$ cat config.mk
export PLATFORM = sky130hd
export DESIGN_NAME = gilbert_curve_coordinate_generator_core
export DESIGN_NICKNAME = d
export VERILOG_FILES = /design/src/hdl/gcg_pkg.sv /design/src/hdl/gcg_ctrl.sv /design/src/hdl/gcg_datapath.sv /design/src/hdl/gilbert_curve_coordinate_generator_core.sv
export SDC_FILE = /design/constraint.sdc
export NUM_CORES = 2
export LEC_CHECK = 0
export BUFFER_PORTS_ARGS = -buffer_cell sky130_fd_sc_hd__buf_2
export CAP_MARGIN = 20
export CORE_MARGIN = 5
export CORE_UTILIZATION = 65
export DETAILED_ROUTE_END_ITERATION = 16
export PLACE_DENSITY = 0.81
export SLEW_MARGIN = 10
export SYNTH_ARGS = -nofsm -noshare
export SYNTH_HDL_FRONTEND = slang
export SYNTH_SLANG_ARGS = --single-unit
$ cat constraint.sdc
create_clock -name clk -period 32.8 [get_ports clk]
set_clock_uncertainty 0.2 [all_clocks]
set_input_delay 3.28 -clock clk [delete_from_list [all_inputs] [get_ports clk]]
set_output_delay 3.28 -clock clk [all_outputs]
set_load 0.01 [all_outputs]
$ cat src/hdl/gcg_pkg.sv
// ----------------------------------------------------------------------------
// gcg_pkg
// Shared types, constants and helpers for the gilbert curve coordinate
// generator: frame layout, controller states, command and status groups.
// ----------------------------------------------------------------------------
package gcg_pkg;

    localparam int CW              = 12;   // signed width of positions and vectors
    localparam int DIM_W           = 11;   // width of a rectangle side
    localparam int IDX_W           = 20;   // point index width
    localparam int TOT_W           = 21;   // total point count width
    localparam int DEF_MAX_DIM     = 1024;
    localparam int DEF_STACK_DEPTH = 32;

    localparam logic REG_AREA_WIDTH  = 1'b0;
    localparam logic REG_AREA_HEIGHT = 1'b1;

    typedef logic signed [CW-1:0] coord_t;
    typedef logic signed [1:0]    step_t;

    typedef struct packed {
        coord_t     x;
        coord_t     y;
        coord_t     ax;
        coord_t     ay;
        coord_t     bx;
        coord_t     by;
        logic [1:0] phase;
    } frame_t;

    typedef enum logic [2:0] {
        ST_IDLE,
        ST_ADV,
        ST_EXAM,
        ST_PUSH,
        ST_EMIT
    } state_t;

    typedef struct packed {
        logic start;    // request accepted
        logic finish;   // stack empty, walk over
        logic read;     // read top frame
        logic exam;     // act on top frame
        logic push;     // push pending child
        logic emit;     // load result register
    } cmd_t;

    typedef struct packed {
        logic need_frame;
        logic stack_empty;
        logic leaf;
        logic has_child;
        logic out_free;
    } stat_t;

    function automatic step_t sign_of(input coord_t v);
        return {v[CW-1], |v};
    endfunction

    function automatic coord_t sx(input step_t d);
        return {{(CW-2){d[1]}}, d};
    endfunction

    function automatic coord_t mag(input coord_t v);
        return v[CW-1] ? -v : v;
    endfunction

    // halve, truncating toward zero
    function automatic coord_t halve(input coord_t v);
        coord_t t;
        t = v + {{(CW-1){1'b0}}, v[CW-1]};
        return t >>> 1;
    endfunction

endpackage

$ cat src/hdl/gcg_ctrl.sv
// ----------------------------------------------------------------------------
// gcg_ctrl
// Sequencer for the frame walk: takes a request, walks the stack until a
// fill holds a cell or the walk ends, then loads the result register.
// ----------------------------------------------------------------------------
module gcg_ctrl
    import gcg_pkg::*;
(
    input  logic  clk,
    input  logic  rst_n,
    input  logic  in_valid,
    output logic  in_ready,
    input  stat_t stat,
    output cmd_t  cmd
);

    state_t state_reg, state_next;

    always_ff @(posedge clk or negedge rst_n)
    begin
        if (!rst_n)
        begin
            state_reg <= ST_IDLE;
        end
        else
        begin
            state_reg <= state_next;
        end
    end

    always_comb
    begin
        state_next = state_reg;
        unique case (state_reg)
            ST_IDLE:
            begin
                if (in_valid)
                begin
                    state_next = ST_ADV;
                end
            end
            ST_ADV:
            begin
                if (!stat.need_frame || stat.stack_empty)
                begin
                    state_next = ST_EMIT;
                end
                else
                begin
                    state_next = ST_EXAM;
                end
            end
            ST_EXAM:
            begin
                if (!stat.leaf && stat.has_child)
                begin
                    state_next = ST_PUSH;
                end
                else
                begin
                    state_next = ST_ADV;
                end
            end
            ST_PUSH:
            begin
                state_next = ST_ADV;
            end
            ST_EMIT:
            begin
                if (stat.out_free)
                begin
                    state_next = ST_IDLE;
                end
            end
            default:
            begin
                state_next = ST_IDLE;
            end
        endcase
    end

    always_comb
    begin
        cmd      = '0;
        in_ready = 1'b0;
        unique case (state_reg)
            ST_IDLE:
            begin
                in_ready  = 1'b1;
                cmd.start = in_valid;
            end
            ST_ADV:
            begin
                if (stat.need_frame)
                begin
                    cmd.finish = stat.stack_empty;
                    cmd.read   = !stat.stack_empty;
                end
            end
            ST_EXAM:
            begin
                cmd.exam = 1'b1;
            end
            ST_PUSH:
            begin
                cmd.push = 1'b1;
            end
            ST_EMIT:
            begin
                cmd.emit = stat.out_free;
            end
            default:
            begin
                cmd = '0;
            end
        endcase
    end

endmodule

$ cat src/hdl/gcg_datapath.sv
// ----------------------------------------------------------------------------
// gcg_datapath
// Frame stack, fill walker, child frame arithmetic and result register.
// ----------------------------------------------------------------------------
module gcg_datapath
    import gcg_pkg::*;
#(
    parameter int MAX_DIM     = DEF_MAX_DIM,
    parameter int STACK_DEPTH = DEF_STACK_DEPTH
)
(
    input  logic             clk,
    input  logic             rst_n,
    input  cmd_t             cmd,
    output stat_t            stat,
    input  logic             restart,
    input  logic [DIM_W-1:0] cfg_width,
    input  logic [DIM_W-1:0] cfg_height,
    output logic             out_valid,
    input  logic             out_ready,
    output logic [9:0]       coord_x,
    output logic [9:0]       coord_y,
    output logic [IDX_W-1:0] point_index,
    output logic             is_last,
    output logic             finished
);

    localparam int AW  = $clog2(STACK_DEPTH);
    localparam int PW  = $clog2(STACK_DEPTH + 1);
    localparam int LIM = (MAX_DIM < 1024) ? MAX_DIM : 1024;
    localparam logic [DIM_W-1:0] LIM_V = DIM_W'(LIM);

    frame_t stack_mem [STACK_DEPTH];
    frame_t rd_frame_reg;
    frame_t child_reg, child_next;

    logic [PW-1:0]    top_reg, top_next, top_m1;
    logic [DIM_W-1:0] fill_reg, fill_next;
    logic [IDX_W-1:0] count_reg, count_next;
    logic [TOT_W-1:0] total_reg, total_next;
    logic             done_reg, done_next;
    coord_t           fx_reg, fx_next, fy_reg, fy_next;
    step_t            fdx_reg, fdx_next, fdy_reg, fdy_next;

    logic             ov_reg, ov_next;
    logic [9:0]       ox_reg, ox_next, oy_reg, oy_next;
    logic [IDX_W-1:0] oi_reg, oi_next;
    logic             ol_reg, ol_next, of_reg, of_next;

    logic             mem_we;
    logic [AW-1:0]    mem_addr;
    frame_t           mem_wdata;

    logic [DIM_W-1:0] cw, ch;
    coord_t           w, h, ax2, ay2, bx2, by2, bx2a, by2a, w2, h2, ax2a, ay2a;
    step_t            dax, day, dbx, dby;
    logic [13:0]      two_w, three_h;
    logic             wide, leaf, has_child, last;
    frame_t           f, root;

    assign f      = rd_frame_reg;
    assign top_m1 = top_reg - PW'(1);

    // clamp of the configured size
    assign cw = (cfg_width == '0) ? DIM_W'(1) : ((cfg_width > LIM_V) ? LIM_V : cfg_width);
    assign ch = (cfg_height == '0) ? DIM_W'(1) : ((cfg_height > LIM_V) ? LIM_V : cfg_height);

    always_comb
    begin
        root       = '0;
        if (cw >= ch)
        begin
            root.ax = coord_t'(cw);
            root.by = coord_t'(ch);
        end
        else
        begin
            root.ay = coord_t'(ch);
            root.bx = coord_t'(cw);
        end
    end

    // child frame of the top frame
    always_comb
    begin
        w       = mag(f.ax + f.ay);
        h       = mag(f.bx + f.by);
        dax     = sign_of(f.ax);
        day     = sign_of(f.ay);
        dbx     = sign_of(f.bx);
        dby     = sign_of(f.by);
        ax2     = halve(f.ax);
        ay2     = halve(f.ay);
        bx2     = halve(f.bx);
        by2     = halve(f.by);
        w2      = mag(ax2 + ay2);
        h2      = mag(bx2 + by2);
        two_w   = {1'b0, w[CW-1:0], 1'b0};
        three_h = {1'b0, h[CW-1:0], 1'b0} + 14'(h);
        wide    = two_w > three_h;
        ax2a    = ax2;
        ay2a    = ay2;
        bx2a    = bx2;
        by2a    = by2;
        if (w2[0] && (w > coord_t'(2)))
        begin
            ax2a = ax2 + sx(dax);
            ay2a = ay2 + sx(day);
        end
        if (h2[0] && (h > coord_t'(2)))
        begin
            bx2a = bx2 + sx(dbx);
            by2a = by2 + sx(dby);
        end
        leaf       = (f.phase == 2'd0) && ((h == coord_t'(1)) || (w == coord_t'(1)));
        has_child  = wide ? (f.phase < 2'd2) : (f.phase < 2'd3);
        child_next = child_reg;
        if (cmd.exam)
        begin
            child_next.phase = 2'd0;
            if (wide)
            begin
                if (f.phase == 2'd0)
                begin
                    child_next.x  = f.x;
                    child_next.y  = f.y;
                    child_next.ax = ax2a;
                    child_next.ay = ay2a;
                end
                else
                begin
                    child_next.x  = f.x + ax2a;
                    child_next.y  = f.y + ay2a;
                    child_next.ax = f.ax - ax2a;
                    child_next.ay = f.ay - ay2a;
                end
                child_next.bx = f.bx;
                child_next.by = f.by;
            end
            else
            begin
                case (f.phase)
                    2'd0:
                    begin
                        child_next.x  = f.x;
                        child_next.y  = f.y;
                        child_next.ax = bx2a;
                        child_next.ay = by2a;
                        child_next.bx = ax2;
                        child_next.by = ay2;
                    end
                    2'd1:
                    begin
                        child_next.x  = f.x + bx2a;
                        child_next.y  = f.y + by2a;
                        child_next.ax = f.ax;
                        child_next.ay = f.ay;
                        child_next.bx = f.bx - bx2a;
                        child_next.by = f.by - by2a;
                    end
                    default:
                    begin
                        child_next.x  = f.x + (f.ax - sx(dax)) + (bx2a - sx(dbx));
                        child_next.y  = f.y + (f.ay - sx(day)) + (by2a - sx(dby));
                        child_next.ax = -bx2a;
                        child_next.ay = -by2a;
                        child_next.bx = -(f.ax - ax2);
                        child_next.by = -(f.ay - ay2);
                    end
                endcase
            end
        end
    end

    assign last = ({1'b0, count_reg} + TOT_W'(1)) == total_reg;

    always_comb
    begin
        top_next   = top_reg;
        fill_next  = fill_reg;
        count_next = count_reg;
        total_next = total_reg;
        done_next  = done_reg;
        fx_next    = fx_reg;
        fy_next    = fy_reg;
        fdx_next   = fdx_reg;
        fdy_next   = fdy_reg;
        ov_next    = ov_reg && !out_ready;
        ox_next    = ox_reg;
        oy_next    = oy_reg;
        oi_next    = oi_reg;
        ol_next    = ol_reg;
        of_next    = of_reg;
        mem_we     = 1'b0;
        mem_addr   = top_m1[AW-1:0];
        mem_wdata  = f;
        mem_wdata.phase = f.phase + 2'd1;

        if (cmd.start && restart)
        begin
            mem_we     = 1'b1;
            mem_addr   = '0;
            mem_wdata  = root;
            top_next   = PW'(1);
            fill_next  = '0;
            count_next = '0;
            done_next  = 1'b0;
            total_next = TOT_W'(cw) * TOT_W'(ch);
        end
        if (cmd.finish)
        begin
            done_next = 1'b1;
        end
        if (cmd.exam)
        begin
            if (leaf)
            begin
                fx_next  = f.x;
                fy_next  = f.y;
                top_next = top_m1;
                if (h == coord_t'(1))
                begin
                    fdx_next  = dax;
                    fdy_next  = day;
                    fill_next = w[DIM_W-1:0];
                end
                else
                begin
                    fdx_next  = dbx;
                    fdy_next  = dby;
                    fill_next = h[DIM_W-1:0];
                end
            end
            else
            begin
                mem_we = 1'b1;
                if (!has_child)
                begin
                    top_next = top_m1;
                end
            end
        end
        if (cmd.push && (top_reg < PW'(STACK_DEPTH)))
        begin
            mem_we    = 1'b1;
            mem_addr  = top_reg[AW-1:0];
            mem_wdata = child_reg;
            top_next  = top_reg + PW'(1);
        end
        if (cmd.emit)
        begin
            ov_next = 1'b1;
            if (done_reg)
            begin
                ox_next = '0;
                oy_next = '0;
                oi_next = '0;
                ol_next = 1'b0;
                of_next = 1'b1;
            end
            else
            begin
                ox_next    = fx_reg[9:0];
                oy_next    = fy_reg[9:0];
                oi_next    = count_reg;
                ol_next    = last;
                of_next    = 1'b0;
                fx_next    = fx_reg + sx(fdx_reg);
                fy_next    = fy_reg + sx(fdy_reg);
                fill_next  = fill_reg - DIM_W'(1);
                count_next = count_reg + IDX_W'(1);
                if (last)
                begin
                    done_next = 1'b1;
                    top_next  = '0;
                    fill_next = '0;
                end
            end
        end
    end

    always_ff @(posedge clk)
    begin
        if (mem_we)
        begin
            stack_mem[mem_addr] <= mem_wdata;
        end
        if (cmd.read)
        begin
            rd_frame_reg <= stack_mem[top_m1[AW-1:0]];
        end
    end

    always_ff @(posedge clk or negedge rst_n)
    begin
        if (!rst_n)
        begin
            top_reg   <= '0;
            fill_reg  <= '0;
            count_reg <= '0;
            done_reg  <= 1'b1;
            ov_reg    <= 1'b0;
        end
        else
        begin
            top_reg   <= top_next;
            fill_reg  <= fill_next;
            count_reg <= count_next;
            done_reg  <= done_next;
            ov_reg    <= ov_next;
        end
    end

    always_ff @(posedge clk)
    begin
        child_reg <= child_next;
        total_reg <= total_next;
        fx_reg    <= fx_next;
        fy_reg    <= fy_next;
        fdx_reg   <= fdx_next;
        fdy_reg   <= fdy_next;
        ox_reg    <= ox_next;
        oy_reg    <= oy_next;
        oi_reg    <= oi_next;
        ol_reg    <= ol_next;
        of_reg    <= of_next;
    end

    assign stat.need_frame  = !done_reg && (fill_reg == '0);
    assign stat.stack_empty = (top_reg == '0);
    assign stat.leaf        = leaf;
    assign stat.has_child   = has_child;
    assign stat.out_free    = !ov_reg || out_ready;

    assign out_valid   = ov_reg;
    assign coord_x     = ox_reg;
    assign coord_y     = oy_reg;
    assign point_index = oi_reg;
    assign is_last     = ol_reg;
    assign finished    = of_reg;

endmodule

$ cat src/hdl/gilbert_curve_coordinate_generator_core.sv
// ----------------------------------------------------------------------------
// gilbert_curve_coordinate_generator_core
// Generalised hilbert (gilbert2d) curve walker over a configured rectangle.
// ----------------------------------------------------------------------------
// a request goes through ADV, then EMIT when the current fill holds a cell
// each stack frame visited takes a read (ADV) and an act (EXAM), plus a PUSH per child
// one request at a time; the result load in EMIT waits until the result register is free
// reset: walk marked finished, stack empty, size registers 1 by 1
// frame stack contents are not cleared by reset
module gilbert_curve_coordinate_generator_core
    import gcg_pkg::*;
#(
    parameter int MAX_DIM     = DEF_MAX_DIM,
    parameter int STACK_DEPTH = DEF_STACK_DEPTH
)
(
    input  logic             clk,
    input  logic             rst_n,
    // request channel
    input  logic             in_valid,
    output logic             in_ready,
    input  logic             restart,
    // result channel
    output logic             out_valid,
    input  logic             out_ready,
    output logic [9:0]       coord_x,
    output logic [9:0]       coord_y,
    output logic [IDX_W-1:0] point_index,
    output logic             is_last,
    output logic             finished,
    // configuration port
    input  logic             psel,
    input  logic             penable,
    input  logic             pwrite,
    input  logic [2:0]       paddr,
    input  logic [31:0]      pwdata,
    output logic [31:0]      prdata,
    output logic             pready
);

    logic [DIM_W-1:0] width_reg, width_next;
    logic [DIM_W-1:0] height_reg, height_next;
    logic             wr_en;
    cmd_t             cmd;
    stat_t            stat;

    // register write at the access phase, word index from paddr[2]
    assign pready = 1'b1;
    assign wr_en  = psel && penable && pwrite;

    always_comb
    begin
        width_next  = width_reg;
        height_next = height_reg;
        if (wr_en)
        begin
            unique case (paddr[2])
                REG_AREA_WIDTH:  width_next  = pwdata[DIM_W-1:0];
                REG_AREA_HEIGHT: height_next = pwdata[DIM_W-1:0];
                default:         width_next  = width_reg;
            endcase
        end
    end

    always_ff @(posedge clk or negedge rst_n)
    begin
        if (!rst_n)
        begin
            width_reg  <= DIM_W'(1);
            height_reg <= DIM_W'(1);
        end
        else
        begin
            width_reg  <= width_next;
            height_reg <= height_next;
        end
    end

    // read back of the raw register values
    assign prdata = (paddr[2] == REG_AREA_HEIGHT) ? {21'd0, height_reg} : {21'd0, width_reg};

    // sequencer: request, stack walk, result load
    gcg_ctrl u_ctrl (
        .clk      (clk),
        .rst_n    (rst_n),
        .in_valid (in_valid),
        .in_ready (in_ready),
        .stat     (stat),
        .cmd      (cmd)
    );

    // frame stack, fill walker and result register
    gcg_datapath #(
        .MAX_DIM     (MAX_DIM),
        .STACK_DEPTH (STACK_DEPTH)
    ) u_datapath (
        .clk         (clk),
        .rst_n       (rst_n),
        .cmd         (cmd),
        .stat        (stat),
        .restart     (restart),
        .cfg_width   (width_reg),
        .cfg_height  (height_reg),
        .out_valid   (out_valid),
        .out_ready   (out_ready),
        .coord_x     (coord_x),
        .coord_y     (coord_y),
        .point_index (point_index),
        .is_last     (is_last),
        .finished    (finished)
    );

endmodule

==> metrics.log <==
INFO  metric largest_net_degree_at_the_start_of_global_routing = around 130
INFO  metric synth.largest_area_cell = sky130_fd_sc_hd__edfxtp_1
INFO  metric layout-drive-gt1-share = ~17%
INFO  metric worstHoldPathCells = 2
INFO  metric ff2ff_setup_slack = 23.05 ns
INFO  metric crit_chain = inv_1 > fa_1 > nand2b_1 > a21oi_1 > xor2_1 > or4_1 > nor3b_1 > nor2_1 > xnor2_1 > inv_1 > ha_1 > and4_1 > and2_1 > nand3_1 > inv_2 > a31o_2 > a21boi_1 > a31oi_2 > nor2_4 > buf_4 > buf_4
INFO  metric critical_path.slowest_cell = sky130_fd_sc_hd__buf_4
INFO  metric final_util = a little under three quarters
INFO  metric grt_pass1_wl = around 500000 um
INFO  metric netlist.area_leader.share = a little over three fifths
INFO  metric syn_area_per_cell = around 15 um2
INFO  metric worst-slew-pin-transition = between 1 and 1.5 ns
INFO  metric antenna_found_initial = 13
INFO  metric design.final.nets = between 8000 and 9000
INFO  metric fin_crit = 9.75 ns
INFO  metric root_buffer = sky130_fd_sc_hd__clkbuf_16
INFO  metric critPathLaunchType = flop
INFO  metric critPathRequiredTime = between 30 and 40 ns
INFO  metric post_dp_cell_area = roughly 120000 um2
INFO  metric post_cts.repair.setup_buffers = 0
INFO  metric critPathMaxFanout = 37
INFO  metric fin_crit_sh = between 20% and 30%
INFO  metric port-buffer-count = 74
INFO  metric worstPathBufferInverterCount = 5
INFO  metric final_antenna_net_count = 0
INFO  metric fp.dieH = around 440 um
INFO  metric first_global_vias = between 70000 and 80000
INFO  metric finalSetupViolCount = 0
INFO  metric reg2regPathDepth = 21
INFO  metric worstPathArrival = 10.02 ns
INFO  metric post_synth_most_frequent_cells = sky130_fd_sc_hd__edfxtp_1 (2445), sky130_fd_sc_hd__nand2_1 (997), sky130_fd_sc_hd__mux4_2 (566)
INFO  metric sum_of_net_half_perimeters_after_detailed_placement = 185000 um
INFO  metric critical-path-max-stage-delay = 0.89 ns
INFO  metric worstSkewPairLatency = approximately 0.92 ns
INFO  metric count_of_standard_cell_rows = ~160
INFO  metric timing_worst_setup_path_type = flop to flop
INFO  metric setup_tns = 0 ns
INFO  metric power.leakage = 46.1 nW
INFO  metric hold_viol = 0
INFO  metric track_usage = roughly 37%
INFO  metric setup_slack = roughly 23 ns
INFO  metric drt_drc_violations_left = 0
INFO  metric cts_hold_repair.buffers = 0
INFO  metric status = finished, final reports clean
INFO  metric routed-via-count = 74868
INFO  metric place_worst_setup_slack = ~24 ns
INFO  metric wl_per_cell = 33.5 um
INFO  metric total_number_of_cells_along_the_worst_setup_path = 21
INFO  metric synth.yosys.seq_area_share = roughly 64%
INFO  metric synth-async-reset-ratio = approximately 2.5%
INFO  metric final_max_tran_viols = 0
INFO  metric core = around 180000 um2
INFO  metric grt_remaining_overflow = 0
INFO  metric final_cell_area = between 100000 and 150000 um2
INFO  metric dieArea = approximately 190000 um2
INFO  metric end_kind = flop
INFO  metric cts_buffer_depth = 3
INFO  metric chipWidth = approximately 440 um
INFO  metric worst_hold_path_type = flop to flop
INFO  metric gp_congestion = around 0.95
INFO  metric htree_num_levels = 4
INFO  metric instances_no_fill = between 10000 and 15000
INFO  metric synth_top_cells_by_area = sky130_fd_sc_hd__edfxtp_1 (63%), sky130_fd_sc_hd__mux4_2 (11%), sky130_fd_sc_hd__ha_1 (3.4%)
INFO  metric total_wire_length = about 350000 um
INFO  metric post-synth-top-count-cell = sky130_fd_sc_hd__edfxtp_1
INFO  metric numCtsBuffers = between 200 and 250
INFO  metric maxSlewHeadroom = a little under a quarter
INFO  metric detailedRoute.firstPassIterationCount = 7
INFO  metric grt_setup_unrepaired = no
INFO  metric cts.repair.resized = 0
INFO  metric maxCapViolations = 0
INFO  metric synth.yosys.warnings = 0
INFO  metric post_synth_edffs = 2445
INFO  metric power_density = roughly 97 nW/um2
INFO  metric path_delay_family = simple AND/OR/NAND/NOR gates
INFO  metric vdd_ir_drop_max = approximately 0.21 mV
INFO  metric maxClockFrequency = ~100 MHz
INFO  metric io-pin-count = 120
INFO  metric clock_sink_count = 2529
INFO  metric synthesis.area = between 100000 and 150000 um2
INFO  metric largest_register_ffs = roughly 2200
INFO  metric clock_tree_from_tritoncts = yes
INFO  metric postSynthRegisterBits = 2529
INFO  metric viasPerCell = 7.13
INFO  metric drt_iter0_markers = between 10000 and 15000
INFO  metric initial_core_util = about two thirds
INFO  metric synth_cell_type_count = ~110
INFO  metric area.growth.synth_to_final = 10.2%
INFO  metric clock_pin_transition_on_the_worst_setup_and_hold_timing_paths = 0.07 ns
INFO  metric synth_ff_type = sky130_fd_sc_hd__edfxtp_1
INFO  metric syn_inst = ~7800
INFO  metric dpl.cell_count = 10033
-- worst register-to-register path: stages (launching register included) --
cell and delay (ns):
sky130_fd_sc_hd__edfxtp_1 0.65, sky130_fd_sc_hd__inv_1 0.32, sky130_fd_sc_hd__fa_1 0.49, sky130_fd_sc_hd__nand2b_1 0.22, sky130_fd_sc_hd__a21oi_1 0.20, sky130_fd_sc_hd__xor2_1 0.17, sky130_fd_sc_hd__or4_1 0.56, sky130_fd_sc_hd__nor3b_1 0.31
sky130_fd_sc_hd__nor2_1 0.09, sky130_fd_sc_hd__xnor2_1 0.52, sky130_fd_sc_hd__inv_1 0.11, sky130_fd_sc_hd__ha_1 0.20, sky130_fd_sc_hd__and4_1 0.21, sky130_fd_sc_hd__and2_1 0.20, sky130_fd_sc_hd__nand3_1 0.62, sky130_fd_sc_hd__inv_2 0.28
sky130_fd_sc_hd__a31o_2 0.39, sky130_fd_sc_hd__a21boi_1 0.61, sky130_fd_sc_hd__a31oi_2 0.58, sky130_fd_sc_hd__nor2_4 0.84, sky130_fd_sc_hd__buf_4 0.61, sky130_fd_sc_hd__buf_4 0.91
-- final cells by class --
cell class,instances,area (um2)
antenna,7,17.5
clock buffer,277,6060
clock inverter,162,1750
fill,10342,50700
inverter,425,1600
multi-input combinational,4467,39500
sequential,2529,75400
tap,2370,2970
timing repair buffer,265,2120
-- layer usage --
layer	vias to the layer above	share of wire [%]	global-route usage, %
met4	10	6.8	21.2
met5	-	0.020	0
met2	6591	47	58.2
met3	1413	13	8.81
li1	29906	-	-
met1	36948	33	47.2
-- logic make-up (layout without fill, tap and decap cells) --
logic type	Yosys count	after routing	share of synthesized area, %
adder cells (fa/ha/maj)	465	465	5.90
other	2	29	0.00639
buffers and inverters	843	1129	2.79
XOR/XNOR	262	262	1.95
multiplexers	664	664	11.8
AND/OR/NAND/NOR	1854	1854	6.91
AO/OA/AOI/OAI	1200	1200	6.47
flip-flops	2529	2529	64.2
-- where the power goes --
| part | switching, mW | internal (mW) | total, mW | leakage, nW |
|---|---|---|---|---|
| registers | 0.127 | 4.06 | 4.19 | 23.1 |
| clock network | 1.26 | 1.55 | 2.81 | 3.80 |
| logic | 3.58 | 2.01 | 5.59 | 19.2 |
| total | 4.97 | 7.62 | 12.6 | 46.1 |
-- cell usage in the layout, fill, tap and decap left out, types with 81 or more instances in the layout --
cell | synthesis | layout
sky130_fd_sc_hd__nand2_1 | 997 | 997
sky130_fd_sc_hd__buf_4 | 24 | 157
sky130_fd_sc_hd__clkbuf_16 | 0 | 236
sky130_fd_sc_hd__ha_1 | 316 | 313
sky130_fd_sc_hd__edfxtp_1 | 2445 | 2445
sky130_fd_sc_hd__o211ai_1 | 101 | 101
sky130_fd_sc_hd__xnor2_1 | 188 | 185
sky130_fd_sc_hd__a21oi_1 | 365 | 364
sky130_fd_sc_hd__nand3_1 | 160 | 159
sky130_fd_sc_hd__fa_1 | 148 | 148
sky130_fd_sc_hd__o21ai_0 | 279 | 235
sky130_fd_sc_hd__inv_1 | 411 | 410
sky130_fd_sc_hd__nor2_1 | 321 | 285
sky130_fd_sc_hd__mux4_2 | 566 | 566
sky130_fd_sc_hd__nor3_1 | 81 | 81
-- path summary, 6_finish.rpt --
kind                                       from                      endpoint
min reg2reg                u_datapath.fx_reg[9]          u_datapath.fx_reg[9]
max reg2reg                    u_datapath.f[15]  u_datapath.stack_mem[19][20]
min                        u_datapath.fx_reg[9]          u_datapath.fx_reg[9]
max in group asynchronous                 rst_n         u_datapath.top_reg[0]
max                            u_datapath.f[15]  u_datapath.stack_mem[19][20]
min in group asynchronous                 rst_n         u_datapath.top_reg[4]
-- through the flow --
step	total power [mW]	hold slack, ns
finish	12.6	0.279
CTS	12.4	0.278
global route	13.2	0.319
detailed placement	9.50	0.269
floorplan	7.96	0.241
global placement	9.36	0.252
(Power assumes the default switching activity.)
